File: src/rtsm_cell.sv
// Column cell: holds one right-matrix column, multiplies and accumulates.
module rtsm_cell #(
    parameter int ELEM_WIDTH = 32,
    parameter int LANES      = 6,
    parameter int ACC_W      = 67
) (
    input  logic                          clk,
    input  logic                          rst_n,
    input  logic                          load_en,
    input  logic [$clog2(LANES)-1:0]      load_row,
    input  logic signed [ELEM_WIDTH-1:0]  load_data,
    input  logic                          clear,
    input  logic                          in_valid,
    input  logic [$clog2(LANES)-1:0]      in_k,
    input  logic signed [ELEM_WIDTH-1:0]  in_a,
    output logic                          out_valid,
    output logic [$clog2(LANES)-1:0]      out_k,
    output logic signed [ELEM_WIDTH-1:0]  out_a,
    output logic signed [ACC_W-1:0]       acc
);
    localparam int KW = $clog2(LANES);
    localparam int PW = 2 * ELEM_WIDTH;

    logic signed [ELEM_WIDTH-1:0] col_reg [LANES];
    logic signed [PW-1:0]         a_ext;
    logic signed [PW-1:0]         b_ext;
    logic signed [PW-1:0]         prod_next;
    logic signed [PW-1:0]         prod_reg;
    logic                         prod_valid_reg;
    logic signed [ACC_W-1:0]      acc_reg;
    logic                         hand_valid_reg;
    logic [KW-1:0]                hand_k_reg;
    logic signed [ELEM_WIDTH-1:0] hand_a_reg;

    always_ff @(posedge clk)
    begin
        if (load_en)
        begin
            col_reg[load_row] <= load_data;
        end
    end

    assign a_ext     = PW'(in_a);
    assign b_ext     = PW'(col_reg[in_k]);
    assign prod_next = a_ext * b_ext;

    always_ff @(posedge clk or negedge rst_n)
    begin
        if (!rst_n)
        begin
            prod_valid_reg <= 1'b0;
            hand_valid_reg <= 1'b0;
        end
        else
        begin
            prod_valid_reg <= in_valid;
            hand_valid_reg <= in_valid;
        end
    end

    always_ff @(posedge clk)
    begin
        prod_reg   <= prod_next;
        hand_k_reg <= in_k;
        hand_a_reg <= in_a;
        if (clear)
        begin
            acc_reg <= '0;
        end
        else if (prod_valid_reg)
        begin
            acc_reg <= acc_reg + ACC_W'(prod_reg);
        end
    end

    assign out_valid = hand_valid_reg;
    assign out_k     = hand_k_reg;
    assign out_a     = hand_a_reg;
    assign acc       = acc_reg;
endmodule

File: config.mk
export PLATFORM = sky130hd
export DESIGN_NAME = rtsm_cell
export DESIGN_NICKNAME = d
export VERILOG_FILES = /design/src/rtsm_cell.sv
export SDC_FILE = /design/constraint.sdc
export NUM_CORES = 2
export LEC_CHECK = 0
export BUFFER_PORTS_ARGS = -buffer_cell sky130_fd_sc_hd__buf_4
export CAP_MARGIN = 20
export CORE_UTILIZATION = 39
export DETAILED_ROUTE_END_ITERATION = 8
export MAX_ROUTING_LAYER = met4
export PLACE_DENSITY_LB_ADDON = 0.1
export SYNTH_ARGS = -nofsm -noshare
export SYNTH_HDL_FRONTEND = slang
export SYNTH_SLANG_ARGS = --single-unit
File: constraint.sdc
create_clock -name clk -period 14.59 [get_ports clk]
set_input_delay 2.1885 -clock clk [delete_from_list [all_inputs] [get_ports clk]]
set_output_delay 2.1885 -clock clk [all_outputs]
set_load 0.05 [all_outputs]
-- Word level (Yosys, flattened, before mapping)
Memory sizes are Yosys's and may differ from the RTL's.
Cells that the tools add are included.
Widths: inputs -> output; s select.
- register bits after elaboration: 167
- RAM bits: 192
- input port bits: 75
- word-level logic and storage cells: 10
- memories: 1
- $add $sub $neg: 1
- multiply operators: 1
- multiplexer cells: 2
- memories (memory ; depth ; bits a word ; read ports ; clocked after Yosys merged registers in ; wr ports ; RTL line ; text):
    col_reg ; 6 ; 32 ; 1 ; 0 ; 1 ; 24 ; logic signed [ELEM_WIDTH-1:0] col_reg [LANES];
- operators by type and width (operator ; number):
    $add 67x64->67 ; 1
    $mul 32x32->64 ; 1
    $mux 1 ; 2

-- Logic depth before layout (Yosys ltp)
- depth after elaboration: 2
- gate-level depth with buffers: 35
- mapped depth without buffers: 31

-- Worst setup path before layout
OpenSTA, ideal clock, no wires.
- path kind: input-to-reg
- start: input port in_k[0]
- end: register prod_reg[63]
- library setup time: 72 ps
- arrival time: 10913 ps
- data required time: 14518 ps
- path slack: 3605 ps
- cell stages on the path: 28
- path buffers: 4
- cell sequence: buf_2 buf_1 clkbuf_1 mux2i_1 a21oi_1 clkbuf_1 nand2_1 fa_1 fa_1 fa_1 inv_1 fa_1 inv_1 fa_1 inv_1 fa_1 inv_1 fa_1 inv_1 fa_1 ha_1 a21o_1 a21o_1 or3_1 o21ai_1 o21ai_1 a221oi_1 xnor2_1
- longest elaborated chain between the ends: 2
- RTL lines (element ; RTL line ; text):
    from (decl) ; 14 ; input logic [$clog2(LANES)-1:0] in_k,
    $mem_v2 6x32 ; n/a ;
    $mul 32x32->64 ; 45 ; assign prod_next = a_ext * b_ext;
    via prod_next[63] ; 27 ; logic signed [PW-1:0] prod_next;
    to (signal assigned) ; 63 ; prod_reg <= prod_next;
    to (decl) ; 28 ; logic signed [PW-1:0] prod_reg;
The timed path passes the listed nets, and every way through them passes these cells.
A chain may end at the register's enable or synchronous reset.

-- Worst setup path in the final report
- start: input port in_k[0]
- end: register prod_reg[56]
Same word-level chain as after synthesis.

==> metrics <==
status completed; xor and xnor area share after synthesis 2.27%; cells on worst reg2reg path 28; Hold Crit Class reg -> reg; largest family of logic cells by synthesized area adder cells; Final Hold Fails 0; Synth cell types 78; total CTS buffers 46; Clock Latency Late Sink 0.67 ns; Hold Path Cell Cnt 2; post-CTS setup buffer count 0; global route overflow 0; # DRC 0; post-synthesis mux area share 2.85%; core region area 130,000 um2; antenna-violating nets left 0; Startpoint Class input pin; post-synthesis instance area 51,300 um2; Final Wtd Congestion 0.913; CTS tree done; first-pass GRT wire length 231,000 um; Fmax 86.2 MHz; Synth area leader fa_1; most frequent cells after synthesis 1,083 x fa_1, 1,002 x inv_1, 553 x nand2_1; R2R Setup Slk 5.04 ns; IO Count 178; Tcrit/Tclk final 79.5%; RSZ-0062 raised after global routing false; YS warnings 0; initial antenna violation count 5; Die Span Y 365 um; largest net degree at the start of global routing 66; DP Worst Slack 2.35 ns; post-synthesis adder-cell area fraction 48.4%; arrival time worst endpoint 12.11 ns; Placement Rows 132; setup TNS 0 ns; Initial Util 39.5%; max_slew headroom 34.6%; Mapped Nets 6,478; final-report setup violation count 0; r2r endpoint prod_reg[56]; Sink Count 359; GRT Total Usage 23.8%; number of synthesized flops with an enable pin 192; fin cells 6,877; required time worst endpoint 15.10 ns; Crit-path slowest cell o21ai_2; Worst-path clk slew 0.06 ns; min Tclk post-route 11.60 ns; most used cell along the critical path fa_1; drt pass-1 iters 5; max-slew violation count 0; max FFs per register 192; # Max-Cap Violations 0; DR vias 34,600; Synth top area share 42.3%; r2r startpoint col_reg[3][11]; Post-DP HPWL 112,000 um; PostCTS Resize Cnt 0; Hold Buf Count CTS 0; # fillers 12,600; number of global-route vias before repair 37,000; Die X 365 um; Worst Min Path Start acc[65]; nets 6,503; vias per inst 5.03; DIE AREA 133,000 um2; flops & latches, synth 359; CP Capture Type register; CTS Root Cell clkbuf_16; H-tree level count 2; skew final 0.0513 ns; Worst-Margin Slew 0.981 ns; async set or reset register ratio after synthesis 0.279%; sequential element share of the synthesized area 17.8%; placed instance count 6,789; largest fanout on the critical path 34; Slowest Stage Delay on Critical Path 0.61 ns; Iteration-0 DRC Markers 2,095; simple-gate portion of the synthesized area 13.7%; Hold Path Sink acc[65]; Synth area leaders fa_1 42%, edfxtp_1 11%, inv_1 7.3%, dfxtp_1 6.5%, ha_1 6.1%; P&R area growth vs syn 9.27%; Synth Area in Compound Gates 5.78%; Final WS setup 2.99 ns; prevailing post-synth register cell edfxtp_1; Worst Path Class, Setup in -> reg; port bufs 177; post-detailed-route wirelength per cell 21.8 um; share of cells above drive strength 1 7.85%; Syn Area/Cell 10.1 um2; total length of routed wires 150,000 um; most common cell in the synthesized netlist fa_1; Max Root-Sink Buffers 3; cells after synthesis 5,070
## per-layer routing
metal	GRT usage, %	part of all wire, %	vias to the layer above
met1	35.2	49	18000
met2	34.0	42	929
met4	4.91	2.0	0
met3	4.36	6.8	161
li1	-	-	15500
met5	-	0	-
## logic make-up (layout without fill, tap and decap cells)
family,Yosys count,in the layout
AOI/OAI and AO/OA,460,460
xor gates and xnor gates,133,133
adders and majority gates,1333,1333
buffers and inverters,1257,1320
DFF,359,359
muxes,106,106
other,0,2
and+or+nand+nor,1422,1422
## through the flow
step	hold slack [ns]	instance area (um2)	utilization, %
floorplan	0.551	51300	-
global placement	0.484	54500	41.9
detailed placement	0.480	54500	41.9
CTS	0.494	56000	43.1
global route	0.520	56000	43.1
finish	0.491	56000	43.1
## critical path, delay by kind of cell
| kind | cells | cell delay, ns |
|---|---|---|
| adder cells (fa/ha/maj) | 9 | 4.34 |
| AND/OR/NAND/NOR | 1 | 0.10 |
| AO/OA/AOI/OAI | 11 | 3.16 |
| XOR/XNOR | 1 | 0.13 |
| buffers and inverters | 7 | 1.56 |
| multiplexers | 1 | 0.55 |
## how the worst max path moves through the flow
| stage | from | end | depth (start not counted) |
|---|---|---|---|
| finish | in_k[0] | prod_reg[56] | 30 |
| global route | in_k[0] | prod_reg[56] | 30 |
| CTS | in_k[0] | prod_reg[56] | 30 |
| detailed placement | in_k[0] | prod_reg[56] | 30 |
| global placement | in_k[0] | prod_reg[56] | 30 |
| floorplan | in_k[0] | prod_reg[63] | 28 |
## cell usage in the layout (no fill, tap or decap), drive strengths merged, types with 88 or more instances in the layout
cell type,synthesis,routed
and2,236,236
xnor2,88,88
edfxtp,192,192
a21oi,160,160
buf,18,231
inv,1002,1007
dfxtp,166,166
nor2,176,176
nand2,553,553
nor2b,304,304
ha,250,250
fa,1083,1083
## area by class of cell
type | instances | area (um2) | share of cell area (%)
diodes | 2 | 5.00 | 0.00893
clock buffers | 60 | 1260 | 2.25
clock inverters | 26 | 289 | 0.516
inverters | 1003 | 3760 | 6.72
multi-input cells | 3454 | 37700 | 67.2
flip-flops and latches | 359 | 9120 | 16.3
well taps | 1742 | 2180 | 3.89
repair buffers | 231 | 1750 | 3.12
Power is left out: the tool's default activity adds up to more than one toggle a clock period on the data nets, which glitch-free logic cannot reach.
